## config.mk

```make
export PLATFORM = sky130hd
export DESIGN_NAME = hsl_to_rgb_convert_top
export DESIGN_NICKNAME = d
export VERILOG_FILES = /design/src/design/hsl2rgb_pkg.sv /design/src/design/hsl2rgb_chan.sv /design/src/design/hsl_to_rgb_convert_top.sv
export SDC_FILE = /design/constraint.sdc
export NUM_CORES = 2
export LEC_CHECK = 0
export ABC_AREA = 0
export BUFFER_PORTS_ARGS = -buffer_cell sky130_fd_sc_hd__buf_2
export CORE_MARGIN = 2
export CORE_UTILIZATION = 30
export DETAILED_ROUTE_END_ITERATION = 8
export GPL_TIMING_DRIVEN = 1
export PLACE_DENSITY = 0.43
export SYNTH_ARGS = -nofsm -noshare
export SYNTH_HDL_FRONTEND = slang
export SYNTH_SLANG_ARGS = --single-unit
```

## constraint.sdc

```tcl
create_clock -name i_clk -period 10.9 [get_ports i_clk]
set_clock_uncertainty 0.05 [all_clocks]
set_input_delay 1.09 -clock i_clk [delete_from_list [all_inputs] [get_ports i_clk]]
set_output_delay 1.09 -clock i_clk [all_outputs]
set_load 0.005 [all_outputs]
```

## src/design/hsl2rgb_pkg.sv

```systemverilog
`default_nettype none
// ---------------------------------------------------------------------------
// hsl2rgb_pkg
// Shared request/response types, angle and percent limits, and the hue ramp
// factor used by the HSL to RGB converter.
// ---------------------------------------------------------------------------
package hsl2rgb_pkg;

    // pipeline depth from input register to output register
    localparam int NUM_STAGES = 7;

    // input limits
    localparam logic [8:0] ANG_60  = 9'd60;
    localparam logic [8:0] ANG_120 = 9'd120;
    localparam logic [8:0] ANG_180 = 9'd180;
    localparam logic [8:0] ANG_240 = 9'd240;
    localparam logic [8:0] ANG_360 = 9'd360;
    localparam logic [8:0] HUE_MAX = ANG_360;
    localparam logic [6:0] PCT_MAX = 7'd100;
    localparam int         NUM_PCT = 101;

    // hue ramp spans 60 degrees
    localparam int unsigned RAMP_STEPS = 60;
    localparam logic [5:0]  RAMP_FULL  = 6'd60;
    localparam logic [5:0]  RAMP_NONE  = 6'd0;

    // largest channel byte
    localparam logic [8:0] BYTE_MAX = 9'd255;

    // one colour request
    typedef struct packed {
        logic [8:0] hue_deg;
        logic [6:0] sat_pct;
        logic [6:0] light_pct;
        logic [7:0] alpha_in;
    } t_hsl_req;

    // one colour result
    typedef struct packed {
        logic [7:0] red_out;
        logic [7:0] green_out;
        logic [7:0] blue_out;
        logic [7:0] alpha_out;
    } t_rgb_rsp;

    // per-stage load enables for the channel datapath
    typedef struct packed {
        logic mul;
        logic rcp;
        logic sum;
        logic out;
    } t_chan_en;

    // ramp position in sixtieths: rising, flat top, falling, flat bottom
    function automatic logic [5:0] ramp_factor(input logic [8:0] t);
        logic [8:0] d;
        d = ANG_240 - t;
        if (t < ANG_60) begin
            return t[5:0];
        end else if (t < ANG_180) begin
            return RAMP_FULL;
        end else if (t < ANG_240) begin
            return d[5:0];
        end else begin
            return RAMP_NONE;
        end
    endfunction

endpackage
`default_nettype wire

```

## src/design/hsl2rgb_chan.sv

```systemverilog
`default_nettype none
// ---------------------------------------------------------------------------
// hsl2rgb_chan
// One colour channel: scales the q-p span by the ramp factor, divides by 60
// through a reciprocal multiply, adds p and converts the fraction to a byte.
// ---------------------------------------------------------------------------
module hsl2rgb_chan #(
    parameter int FRAC_BITS = 16
) (
    input  wire logic                 i_clk,
    input  wire hsl2rgb_pkg::t_chan_en i_en,
    input  wire logic [FRAC_BITS:0]   i_p,
    input  wire logic [FRAC_BITS:0]   i_span,
    input  wire logic [FRAC_BITS:0]   i_lf,
    input  wire logic                 i_grey,
    input  wire logic [5:0]           i_k,
    output logic [7:0]                o_byte
);
    import hsl2rgb_pkg::*;

    localparam int FW    = FRAC_BITS + 1;
    localparam int NW    = FRAC_BITS + 6;
    localparam int MW    = FRAC_BITS + 7;
    localparam int SHIFT = FRAC_BITS + 12;
    localparam logic [MW-1:0] RECIP =
        MW'(((64'd1 << SHIFT) + 64'(RAMP_STEPS - 1)) / 64'(RAMP_STEPS));

    logic [FW+5:0]    w_span_k;
    logic [NW-1:0]    r_prod;
    logic [FW-1:0]    r_p3;
    logic [FW-1:0]    r_lf3;
    logic             r_grey3;
    logic [NW+MW-1:0] r_scaled;
    logic [FW-1:0]    r_p4;
    logic [FW-1:0]    r_lf4;
    logic             r_grey4;
    logic [FW-1:0]    w_quot;
    logic [FW:0]      w_sum;
    logic [FW-1:0]    n_val;
    logic [FW-1:0]    r_val;
    logic [FW+7:0]    w_x255;
    logic [8:0]       w_c;
    logic [7:0]       n_byte;
    logic [7:0]       r_byte;

    // span times ramp factor, at most 60 * 2^FRAC_BITS
    assign w_span_k = i_span * i_k;

    always_ff @(posedge i_clk) begin
        if (i_en.mul) begin
            r_prod  <= w_span_k[NW-1:0];
            r_p3    <= i_p;
            r_lf3   <= i_lf;
            r_grey3 <= i_grey;
        end
    end

    // exact divide by 60: multiply by rounded-up reciprocal
    always_ff @(posedge i_clk) begin
        if (i_en.rcp) begin
            r_scaled <= r_prod * RECIP;
            r_p4     <= r_p3;
            r_lf4    <= r_lf3;
            r_grey4  <= r_grey3;
        end
    end

    // add p, or take lightness for grey
    assign w_quot = r_scaled[SHIFT +: FW];
    assign w_sum  = {1'b0, r_p4} + {1'b0, w_quot};
    assign n_val  = r_grey4 ? r_lf4 : w_sum[FW-1:0];

    always_ff @(posedge i_clk) begin
        if (i_en.sum) begin
            r_val <= n_val;
        end
    end

    // fraction times 255, truncated and clamped
    assign w_x255 = {r_val, 8'd0} - {8'd0, r_val};
    assign w_c    = w_x255[FRAC_BITS +: 9];
    assign n_byte = (w_c > BYTE_MAX) ? BYTE_MAX[7:0] : w_c[7:0];

    always_ff @(posedge i_clk) begin
        if (i_en.out) begin
            r_byte <= n_byte;
        end
    end

    assign o_byte = r_byte;

endmodule
`default_nettype wire

```

## src/design/hsl_to_rgb_convert_top.sv

```systemverilog
`default_nettype none
// ---------------------------------------------------------------------------
// hsl_to_rgb_convert_top
// Converts an HSL colour with alpha into 8-bit red, green and blue.
// ---------------------------------------------------------------------------
// Input channel: i_valid / o_stall with request i_req (hue in degrees,
// saturation and lightness in percent, alpha). Out-of-range hue and
// percentages saturate. Output channel: o_valid / i_stall with o_rsp.
// A request is taken at a clock edge with valid high and stall low.
// o_valid rises once a taken request reaches the last stage register; while
// o_stall is low one request is accepted every cycle. The seven
// stages are: percent lookup, l*s multiply, q/p and
// hue ramp factors, span multiply, reciprocal multiply for the divide by
// 60, add of p, and conversion to a byte.
// Each stage has its own valid bit and loads when it is empty or the stage
// after it moves, so a stalled receiver fills the bubbles first and o_stall
// rises only once every stage holds a request.
// Reset (i_rst_n low, synchronous) empties the pipeline; data registers are
// not cleared. While i_stall is high the output request is held unchanged.
// ---------------------------------------------------------------------------
module hsl_to_rgb_convert_top #(
    parameter int FRAC_BITS = 16
) (
    input  wire logic                  i_clk,
    input  wire logic                  i_rst_n,
    input  wire logic                  i_valid,
    output logic                       o_stall,
    input  wire hsl2rgb_pkg::t_hsl_req i_req,
    output logic                       o_valid,
    input  wire logic                  i_stall,
    output hsl2rgb_pkg::t_rgb_rsp      o_rsp
);
    import hsl2rgb_pkg::*;

    localparam int FW = FRAC_BITS + 1;
    localparam logic [FW-1:0] FX_ONE  = {1'b1, {FRAC_BITS{1'b0}}};
    localparam logic [FW-1:0] FX_HALF = FX_ONE >> 1;

    logic [NUM_STAGES-1:0] r_vld;
    logic [NUM_STAGES-1:0] w_rdy;
    logic [7:0]            r_alpha [NUM_STAGES];

    logic [FW-1:0] w_frac_tab [NUM_PCT];
    logic [8:0]    n0_hue;
    logic [6:0]    n0_sat;
    logic [6:0]    n0_lit;
    logic [8:0]    r0_hue;
    logic [FW-1:0] r0_sf;
    logic [FW-1:0] r0_lf;

    logic [2*FW-1:0] w_ls;
    logic [FW-1:0]   r1_prod;
    logic [FW-1:0]   r1_sf;
    logic [FW-1:0]   r1_lf;
    logic [8:0]      r1_hue;

    logic [FW:0]   w_q_wide;
    logic [FW-1:0] w_q;
    logic [FW:0]   w_two_l;
    logic [FW:0]   w_p_wide;
    logic [FW-1:0] w_p;
    logic [9:0]    w_t_red_wide;
    logic [8:0]    w_t_red;
    logic [8:0]    w_t_blue;
    logic [5:0]    n2_k [3];
    logic [FW-1:0] r2_p;
    logic [FW-1:0] r2_span;
    logic [FW-1:0] r2_lf;
    logic          r2_grey;
    logic [5:0]    r2_k [3];

    t_chan_en   w_chan_en;
    logic [7:0] w_byte [3];

    // ready chain from the output back to the input
    always_comb begin
        w_rdy[NUM_STAGES-1] = !r_vld[NUM_STAGES-1] || !i_stall;
        for (int s = NUM_STAGES - 2; s >= 0; s--) begin
            w_rdy[s] = !r_vld[s] || w_rdy[s+1];
        end
    end

    assign o_stall = !w_rdy[0];
    assign o_valid = r_vld[NUM_STAGES-1];

    // valid bits move with the data
    always_ff @(posedge i_clk) begin
        if (!i_rst_n) begin
            r_vld <= '0;
        end else begin
            if (w_rdy[0]) begin
                r_vld[0] <= i_valid;
            end
            for (int s = 1; s < NUM_STAGES; s++) begin
                if (w_rdy[s]) begin
                    r_vld[s] <= r_vld[s-1];
                end
            end
        end
    end

    // alpha delay line
    always_ff @(posedge i_clk) begin
        if (w_rdy[0]) begin
            r_alpha[0] <= i_req.alpha_in;
        end
        for (int s = 1; s < NUM_STAGES; s++) begin
            if (w_rdy[s]) begin
                r_alpha[s] <= r_alpha[s-1];
            end
        end
    end

    // percent to fraction table, pct * 2^FRAC_BITS / 100 truncated
    for (genvar gi = 0; gi < NUM_PCT; gi++) begin : g_frac_tab
        assign w_frac_tab[gi] = FW'((64'(gi) << FRAC_BITS) / 64'd100);
    end

    // stage 0: saturate inputs and look up fractions
    assign n0_hue = (i_req.hue_deg > HUE_MAX) ? HUE_MAX : i_req.hue_deg;
    assign n0_sat = (i_req.sat_pct > PCT_MAX) ? PCT_MAX : i_req.sat_pct;
    assign n0_lit = (i_req.light_pct > PCT_MAX) ? PCT_MAX : i_req.light_pct;

    always_ff @(posedge i_clk) begin
        if (w_rdy[0]) begin
            r0_hue <= n0_hue;
            r0_sf  <= w_frac_tab[n0_sat];
            r0_lf  <= w_frac_tab[n0_lit];
        end
    end

    // stage 1: l * s in fixed point
    assign w_ls = r0_lf * r0_sf;

    always_ff @(posedge i_clk) begin
        if (w_rdy[1]) begin
            r1_prod <= w_ls[FRAC_BITS +: FW];
            r1_sf   <= r0_sf;
            r1_lf   <= r0_lf;
            r1_hue  <= r0_hue;
        end
    end

    // stage 2: q and p, clamped
    always_comb begin
        if (r1_lf < FX_HALF) begin
            w_q_wide = {1'b0, r1_lf} + {1'b0, r1_prod};
        end else begin
            w_q_wide = {1'b0, r1_lf} + {1'b0, r1_sf} - {1'b0, r1_prod};
        end
        w_q      = (w_q_wide > {1'b0, FX_ONE}) ? FX_ONE : w_q_wide[FW-1:0];
        w_two_l  = {r1_lf, 1'b0};
        w_p_wide = (w_two_l < {1'b0, w_q}) ? '0 : (w_two_l - {1'b0, w_q});
        w_p      = (w_p_wide > {1'b0, w_q}) ? w_q : w_p_wide[FW-1:0];
    end

    // stage 2: channel angles wrapped into 0..360, then ramp factors
    assign w_t_red_wide = {1'b0, r1_hue} + {1'b0, ANG_120};
    assign w_t_red      = (w_t_red_wide > {1'b0, ANG_360})
                        ? 9'(w_t_red_wide - {1'b0, ANG_360}) : w_t_red_wide[8:0];
    assign w_t_blue     = (r1_hue < ANG_120) ? (r1_hue + ANG_240) : (r1_hue - ANG_120);

    assign n2_k[0] = ramp_factor(w_t_red);
    assign n2_k[1] = ramp_factor(r1_hue);
    assign n2_k[2] = ramp_factor(w_t_blue);

    always_ff @(posedge i_clk) begin
        if (w_rdy[2]) begin
            r2_p    <= w_p;
            r2_span <= w_q - w_p;
            r2_lf   <= r1_lf;
            r2_grey <= (r1_sf == '0);
            r2_k    <= n2_k;
        end
    end

    // stages 3 to 6: one datapath per colour channel
    assign w_chan_en.mul = w_rdy[3];
    assign w_chan_en.rcp = w_rdy[4];
    assign w_chan_en.sum = w_rdy[5];
    assign w_chan_en.out = w_rdy[6];

    for (genvar gc = 0; gc < 3; gc++) begin : g_chan
        hsl2rgb_chan #(
            .FRAC_BITS (FRAC_BITS)
        ) u_chan (
            .i_clk  (i_clk),
            .i_en   (w_chan_en),
            .i_p    (r2_p),
            .i_span (r2_span),
            .i_lf   (r2_lf),
            .i_grey (r2_grey),
            .i_k    (r2_k[gc]),
            .o_byte (w_byte[gc])
        );
    end

    assign o_rsp.red_out   = w_byte[0];
    assign o_rsp.green_out = w_byte[1];
    assign o_rsp.blue_out  = w_byte[2];
    assign o_rsp.alpha_out = r_alpha[NUM_STAGES-1];

`ifndef ASSERT_OFF
    // input is held back when every stage is occupied and blocked
    a_stall_full: assert property (@(posedge i_clk) disable iff (!i_rst_n)
        ((&r_vld) && i_stall) |-> o_stall)
        else $error("stall not raised with a full blocked pipeline");

    // a blocked request in the multiply stage is not dropped
    a_hold_mul: assert property (@(posedge i_clk) disable iff (!i_rst_n)
        (r_vld[1] && !w_rdy[1]) |=> r_vld[1])
        else $error("blocked request lost in multiply stage");

    // q never exceeds one
    a_q_range: assert property (@(posedge i_clk) disable iff (!i_rst_n)
        r_vld[2] |-> (({1'b0, r2_p} + {1'b0, r2_span}) <= {1'b0, FX_ONE}))
        else $error("q above one");

    // saturated inputs stay within range
    a_in_range: assert property (@(posedge i_clk) disable iff (!i_rst_n)
        r_vld[0] |-> ((r0_hue <= HUE_MAX) && (r0_sf <= FX_ONE) && (r0_lf <= FX_ONE)))
        else $error("saturated input out of range");
`endif

endmodule
`default_nettype wire

```

Word-level counts from Yosys, hierarchy flattened
Memory sizes are Yosys's and may differ from the RTL's. A register that Yosys moved wholly into a read port is not among the register bits.
Index checks and enable logic that the tools add are counted.
Widths: inputs -> output; s select.

word-level totals
  bits in registers = 492
  bits in writable memories = 56
  bits in read-only memories = 4,352
  input port bits = 35
  logic and storage cells = 139
  memories kept = 3

memory list
  memory           words  bits a word  read ports  clocked after memory_dff  wr ports  line                           source
  (no name shown)  128    17           1           1                         0         hsl_to_rgb_convert_top.sv:128  r0_lf <= w_frac_tab[n0_lit];
  (no name shown)  128    17           1           1                         0         hsl_to_rgb_convert_top.sv:127  r0_sf <= w_frac_tab[n0_sat];
  r_alpha          7      8            7           0                         7         hsl_to_rgb_convert_top.sv:41   logic [7:0] r_alpha [NUM_STAGES];

operators by class
  add/sub/neg operators = 18
  multipliers = 7
  order comparisons = 21
  muxes and demuxes = 34
  bitwise logic cells = 2
  reductions and logical operators = 17

operators by type and width
  operator                number
  $mul 22x23->45 const B  3
  $mux 17                 5
  $sub 25x17->25          3
  $mul 17x6->22           3
  $lt 9x8->1 const B      6
  $mux 6                  9
  $add 17x17->17          3
  $add 17x17->18          2
  $mux 18                 2
  $sub 18x17->18          2
  $mul 17x17->33          1
  $gt 9x8->1 const B      3
  $lt 9x6->1 const B      3
  $gt 18x17->1            1
  $gt 18x17->1 const B    1
  $lt 18x17->1            1
  $mux 9                  2
  $sub 6x6->6 const A     3
  $logic_not 17->1        1
  $lt 17x16->1 const B    1
  $sub 17x17->17          1
  $not 7->8               2
  $gt 7x7->1 const B      2
  $mux 1                  14
  10 further kinds        25

Depth between registers and ports, before layout
  depth after elaboration = 10
  gate-level depth with buffers = 53
  gate-level depth less buffers = 51

Modules after synthesis
From an unflattened synthesis, not the netlist that was laid out.

second synthesis, totals
  cells, all modules = 6,550
  area, all modules = 65,175.0 um^2

by module, submodules not included
  module                            times used  cells each  area each (um^2)  seq. area each (um^2)
  hsl_to_rgb_convert_top            1           2,900       25,853.5          7,016.7
  hsl2rgb_chan at g_chan[0].u_chan  1           1,240       13,211.4          4,023.9
  hsl2rgb_chan at g_chan[2].u_chan  1           1,209       13,095.1          4,023.9
  hsl2rgb_chan at g_chan[1].u_chan  1           1,201       13,015.0          4,023.9

Least setup slack after synthesis
OpenSTA, ideal clock, no wires.

  path kind = reg2reg
  start = register r1_lf[0]
  end = register r2_span[16] (data pin)
  library setup time = 0.274 ns
  data arrival time = 10.355 ns
  setup slack = 0.221 ns
  stages on the path, launching flop included = 53
  path buffers = 3
  cells stage by stage = edfxtp_1 > inv_1 > ha_1 > inv_1 > ha_1 > inv_1 > fa_1 > nor2b_1 > o311ai_1 > a311oi_2 > a221oi_1 > or4b_1 > a41oi_2 > a21oi_1 > buf_2 > a31o_4 > and2_1 > inv_1 > (+17 left out) > nand3_1 > a2bb2oi_2 > buf_2 > a21oi_1 > a21o_1 > fa_1 > nor2b_1 > o21ai_0 > a21boi_0 > o211ai_1 > a21oi_1 > o31ai_1 > o21ai_0 > a21oi_1 > o21bai_1 > nor3b_1 > o21ai_0 > o2111ai_1

between the ends
  cells in the longest elaborated chain, start to end = 10
  elaborated cells on any way between the ends = 13

ends and longest elaborated chain
  what                                                   line                           source
  from (decl)                                            hsl_to_rgb_convert_top.sv:54   logic [FW-1:0] r1_lf;
  from (signal assigned)                                 hsl_to_rgb_convert_top.sv:139  r1_lf <= r0_lf;
  $add 17x17->18                                         hsl_to_rgb_convert_top.sv:149  w_q_wide = {1'b0, r1_lf} + {1'b0, r1_sf} - {1'b0, r1_prod};
  $sub 18x17->18                                         hsl_to_rgb_convert_top.sv:149
  $mux 18                                                hsl_to_rgb_convert_top.sv:146  if (r1_lf < FX_HALF) begin
  $gt 18x17->1                                           hsl_to_rgb_convert_top.sv:151  w_q = (w_q_wide > {1'b0, FX_ONE}) ? FX_ONE : w_q_wide[FW-1:0];
  $mux 17                                                hsl_to_rgb_convert_top.sv:151
  $sub 18x17->18 / $lt 18x17->1 (equally long branches)  hsl_to_rgb_convert_top.sv:153  w_p_wide = (w_two_l < {1'b0, w_q}) ? '0 : (w_two_l - {1'b0, w_q});
  $mux 18                                                hsl_to_rgb_convert_top.sv:153
  $gt 18x17->1                                           hsl_to_rgb_convert_top.sv:154  w_p = (w_p_wide > {1'b0, w_q}) ? w_q : w_p_wide[FW-1:0];
  $mux 17 *                                              hsl_to_rgb_convert_top.sv:154
  via w_p[1]                                             hsl_to_rgb_convert_top.sv:61   logic [FW-1:0] w_p;
  $sub 17x17->17 *                                       hsl_to_rgb_convert_top.sv:170  r2_span <= w_q - w_p;
  to (signal assigned)                                   hsl_to_rgb_convert_top.sv:170
  to (decl)                                              hsl_to_rgb_convert_top.sv:67   logic [FW-1:0] r2_span;

Mark *: on every way through the listed nets, which the timed path passes. The rest lies on a longest branch.
A chain may end at the register's enable or synchronous reset.

Worst setup path in the final report
  start = register r1_prod[0]
  end = register r2_span[16] (data pin)

between the ends
  cells in the longest elaborated chain, start to end = 9
  elaborated cells on any way between the ends = 11

ends and longest elaborated chain
  what                                                     line                                                          source
  from (decl)                                              hsl_to_rgb_convert_top.sv:52                                  logic [FW-1:0] r1_prod;
  from (signal assigned)                                   hsl_to_rgb_convert_top.sv:137                                 r1_prod <= w_ls[FRAC_BITS +: FW];
  $sub 18x17->18 / $add 17x17->18 (equally long branches)  hsl_to_rgb_convert_top.sv:149, hsl_to_rgb_convert_top.sv:147
  $mux 18 *                                                hsl_to_rgb_convert_top.sv:146
  $gt 18x17->1                                             hsl_to_rgb_convert_top.sv:151
  $mux 17 *                                                hsl_to_rgb_convert_top.sv:151
  $sub 18x17->18 / $lt 18x17->1 (equally long branches)    hsl_to_rgb_convert_top.sv:153
  $mux 18                                                  hsl_to_rgb_convert_top.sv:153
  $gt 18x17->1                                             hsl_to_rgb_convert_top.sv:154
  $mux 17                                                  hsl_to_rgb_convert_top.sv:154
  $sub 17x17->17 *                                         hsl_to_rgb_convert_top.sv:170

Every way passes the cells marked *; elsewhere a longest branch is shown, timed or not.

==> results_dict.tcl <==
set metrics [dict create \
    status "completed" \
    cts_tree "yes" \
    final-hold-violation-count 0 \
    r2r_start "r1_prod[0]" \
    seq_area_frac_synth 0.251 \
    cp_top_family "compound AO/OA/AOI/OAI gates" \
    synth_area_sq_mm 0.0593 \
    rrSetupSlack_ps 660 \
    fmax_mhz 97.6 \
    grt_overflow 0 \
    die_x_microns 449 \
    cts.sinks 498 \
    avgViaCountPerCell 4.85 \
    drt-wirelength-per-cell_microns 18.1 \
    drt-initial-drc-count 2292 \
    die_area_sq_mm 0.201 \
    crit_top_cell "a21o_1" \
    r2r_cells 50 \
    ios 69 \
    layout.nets 7670 \
    ys.flop_type "edfxtp_1" \
    firstDrtPassIters 6 \
    area_growth_pct 10.9 \
    synthCells 6090 \
    layout_min_cycle_time_ps 10240 \
    cts_inserted_buffers 68 \
    setup_viol 0 \
    antenna_found_initial 13 \
    row_count 163 \
    layout-drive-gt1-share 0.0648 \
    dpl-instance-area_sq_mm 0.0631 \
    postLayoutCellArea_sq_mm 0.0658 \
    yosys-top-cells-count "inv_1 (936), ha_1 (886), nand2_1 (670)" \
    cp-start-kind "flop" \
    crit_buf_inv 5 \
    whs_endpoint "r_alpha[5][0]" \
    arrival_ps 10610 \
    synth.distinct_cells 97 \
    yosys.area.top_type "edfxtp_1" \
    critPathSlowestCell "fa_2" \
    place_inst 8697 \
    place.gp.congestion 0.881 \
    yosysWarnings 0 \
    fin_crit_sh 0.940 \
    hold_depth 0 \
    synth_top_cell_area_share 0.249 \
    critPathKind "flop to flop" \
    ys_ff_latch 498 \
    synth_edf_count 491 \
    slowest_delay_ps 460 \
    track_usage 0.159 \
    die_h_microns 449 \
    syn_nets 7621 \
    min_path_type "flop to flop" \
    grt_pass1_wl_microns 257000 \
    synth.most_common_cell "inv_1" \
    tightest_slew_ps 1170 \
    routed_wl_microns 160000 \
    syn_avg_cell_area_sq_um 9.74 \
    required_ps 11270 \
    vias 42900 \
    fp.coreArea_sq_mm 0.197 \
    clockBufferDepth 3 \
    start_util 0.301 \
    io_buffers 68 \
    hp-start "r_alpha[4][0]" \
    ant_nets 0 \
    grt_pass1_vias 44700 \
    h-tree-depth 3 \
    cp-end-kind "flop" \
    relSlewSlack 0.215 \
    dp_hpwl_microns 125000 \
    clk_pin_slew_ps 70 \
    max-cap-violations 0 \
    async_flop_share 0 \
    slew_viol_final 0 \
    grt_max_degree 77 \
    clock_latency_ps 690 \
    cts_root_buffer "clkbuf_16" \
    synth.area.top_cells "edfxtp_1 (25%), fa_1 (21%), ha_1 (19%), inv_1 (5.9%), nand2_1 (4.2%)" \
    timing.rr.end "r2_span[16]" \
    drc 0 \
    crit_fanout 7 \
    layout.cells.non_filler 8833 \
]
[worst max path at each step]
stage,start,slack (ps),cells after the start,to
final,r1_prod[0],660,50,r2_span[16]
after CTS,r1_prod[0],6,50,r2_span[16]
after detailed placement,r1_prod[0],-230,50,r2_span[16]
after floorplan,r1_lf[0],220,52,r2_span[16]
after global placement,r1_prod[0],-120,50,r2_span[16]
after global routing,r1_lf[0],-10,49,r2_span[16]
[registers in the layout (all words and copies together), names as in the netlist, 18 cells and up]
| signal | flops |
|---|---|
| g_chan.u_chan.r_prod | 66 |
| r2_k | 18 |
| g_chan.u_chan.o_byte | 24 |
| g_chan.u_chan.r_val | 51 |
| g_chan.u_chan.r_scaled | 51 |
| r_alpha | 56 |
[stage by stage]
stage | TNS (ps) | utilization | setup slack, ps | hold WS [ps]
final | 0 | 0.334 | 659 | 340
after global routing | -12.9 | 0.334 | -12.9 | 335
after CTS | 0 | 0.333 | 6.48 | 330
after detailed placement | -227 | 0.320 | -227 | 355
after global placement | -120 | 0.320 | -120 | 351
after floorplan | 0 | - | 221 | 350
[worst reg2reg max path, delay by kind of cell (launching register included)]
kind / cells / cell delay, ps
buffers and inverters: 5 / 680
AOI/OAI and AO/OA: 31 / 5720
adders and majority gates: 6 / 2010
and+or+nand+nor: 7 / 920
DFF: 1 / 400
xor gates and xnor gates: 1 / 190
[cells by family (layout without fill, tap and decap cells)]
group           Yosys count  count (layout)  share of synthesized area
buf+inv                1168            1269                     0.0743
other cells               0               2                          0
simple gates           1551            1551                      0.121
compound gates         1144            1144                      0.125
xor+xnor                212             212                     0.0313
flops                   498             498                      0.251
mux                      21              21                    0.00411
fa+ha+maj              1496            1496                      0.393
[final cells by class]
| cell class | count | area, sq um |
|---|---|---|
| fill | 20200 | 131000 |
| multi-input combinational | 4424 | 40200 |
| sequential | 498 | 14900 |
| inverter | 940 | 3530 |
| tap | 2640 | 3300 |
| clock buffer | 81 | 1820 |
| timing repair buffer | 207 | 1400 |
| clock inverter | 41 | 614 |
| antenna | 2 | 5.00 |
[placed cells by master (no fill, tap or decap), types with 15 or more instances in the layout]
cell	synthesis	layout
a211oi_1	45	43
a21boi_0	22	16
a21o_1	94	94
a21oi_1	303	299
a221oi_1	19	17
a31oi_1	37	37
and2_1	200	200
and3_1	21	21
buf_2	5	68
buf_4	1	137
clkbuf_16	0	70
edfxtp_1	491	491
fa_1	610	607
ha_1	886	884
inv_1	936	933
mux2i_1	15	15
nand2_1	670	667
nand2b_1	50	50
nand3_1	86	84
nand4_1	23	23
nor2_1	290	289
nor2b_1	43	41
nor3_1	77	75
o211ai_1	39	39
o21a_1	55	55
o21ai_0	271	261
o21bai_1	28	27
o22ai_1	16	16
o31ai_1	42	41
or3_1	24	24
xnor2_1	152	152
xor2_1	60	60
[routing by layer]
| layer | up-vias | routed length, microns | share of wire | GRT usage |
|---|---|---|---|---|
| met3 | 176 | 4990 | 0.031 | 0.0166 |
| met4 | 12 | 3290 | 0.021 | 0.0376 |
| met1 | 21200 | 75800 | 0.47 | 0.220 |
| met5 | - | 74 | 0.00046 | 0 |
| met2 | 689 | 75500 | 0.47 | 0.267 |
| li1 | 20700 | - | - | - |
[what timing repair did]
| action | 4_1_cts | 5_1_grt |
|---|---|---|
| gates resized for setup | 5 | 45 |
| hold buffers | 0 | 0 |
| setup buffers | 2 | 10 |
| pin swaps | 2 | 20 |
| endpoints found under the setup margin | 3 | 9 |
Power is left out: the tool's default activity adds up to more than one toggle a clock period on the data nets, which glitch-free logic cannot reach.
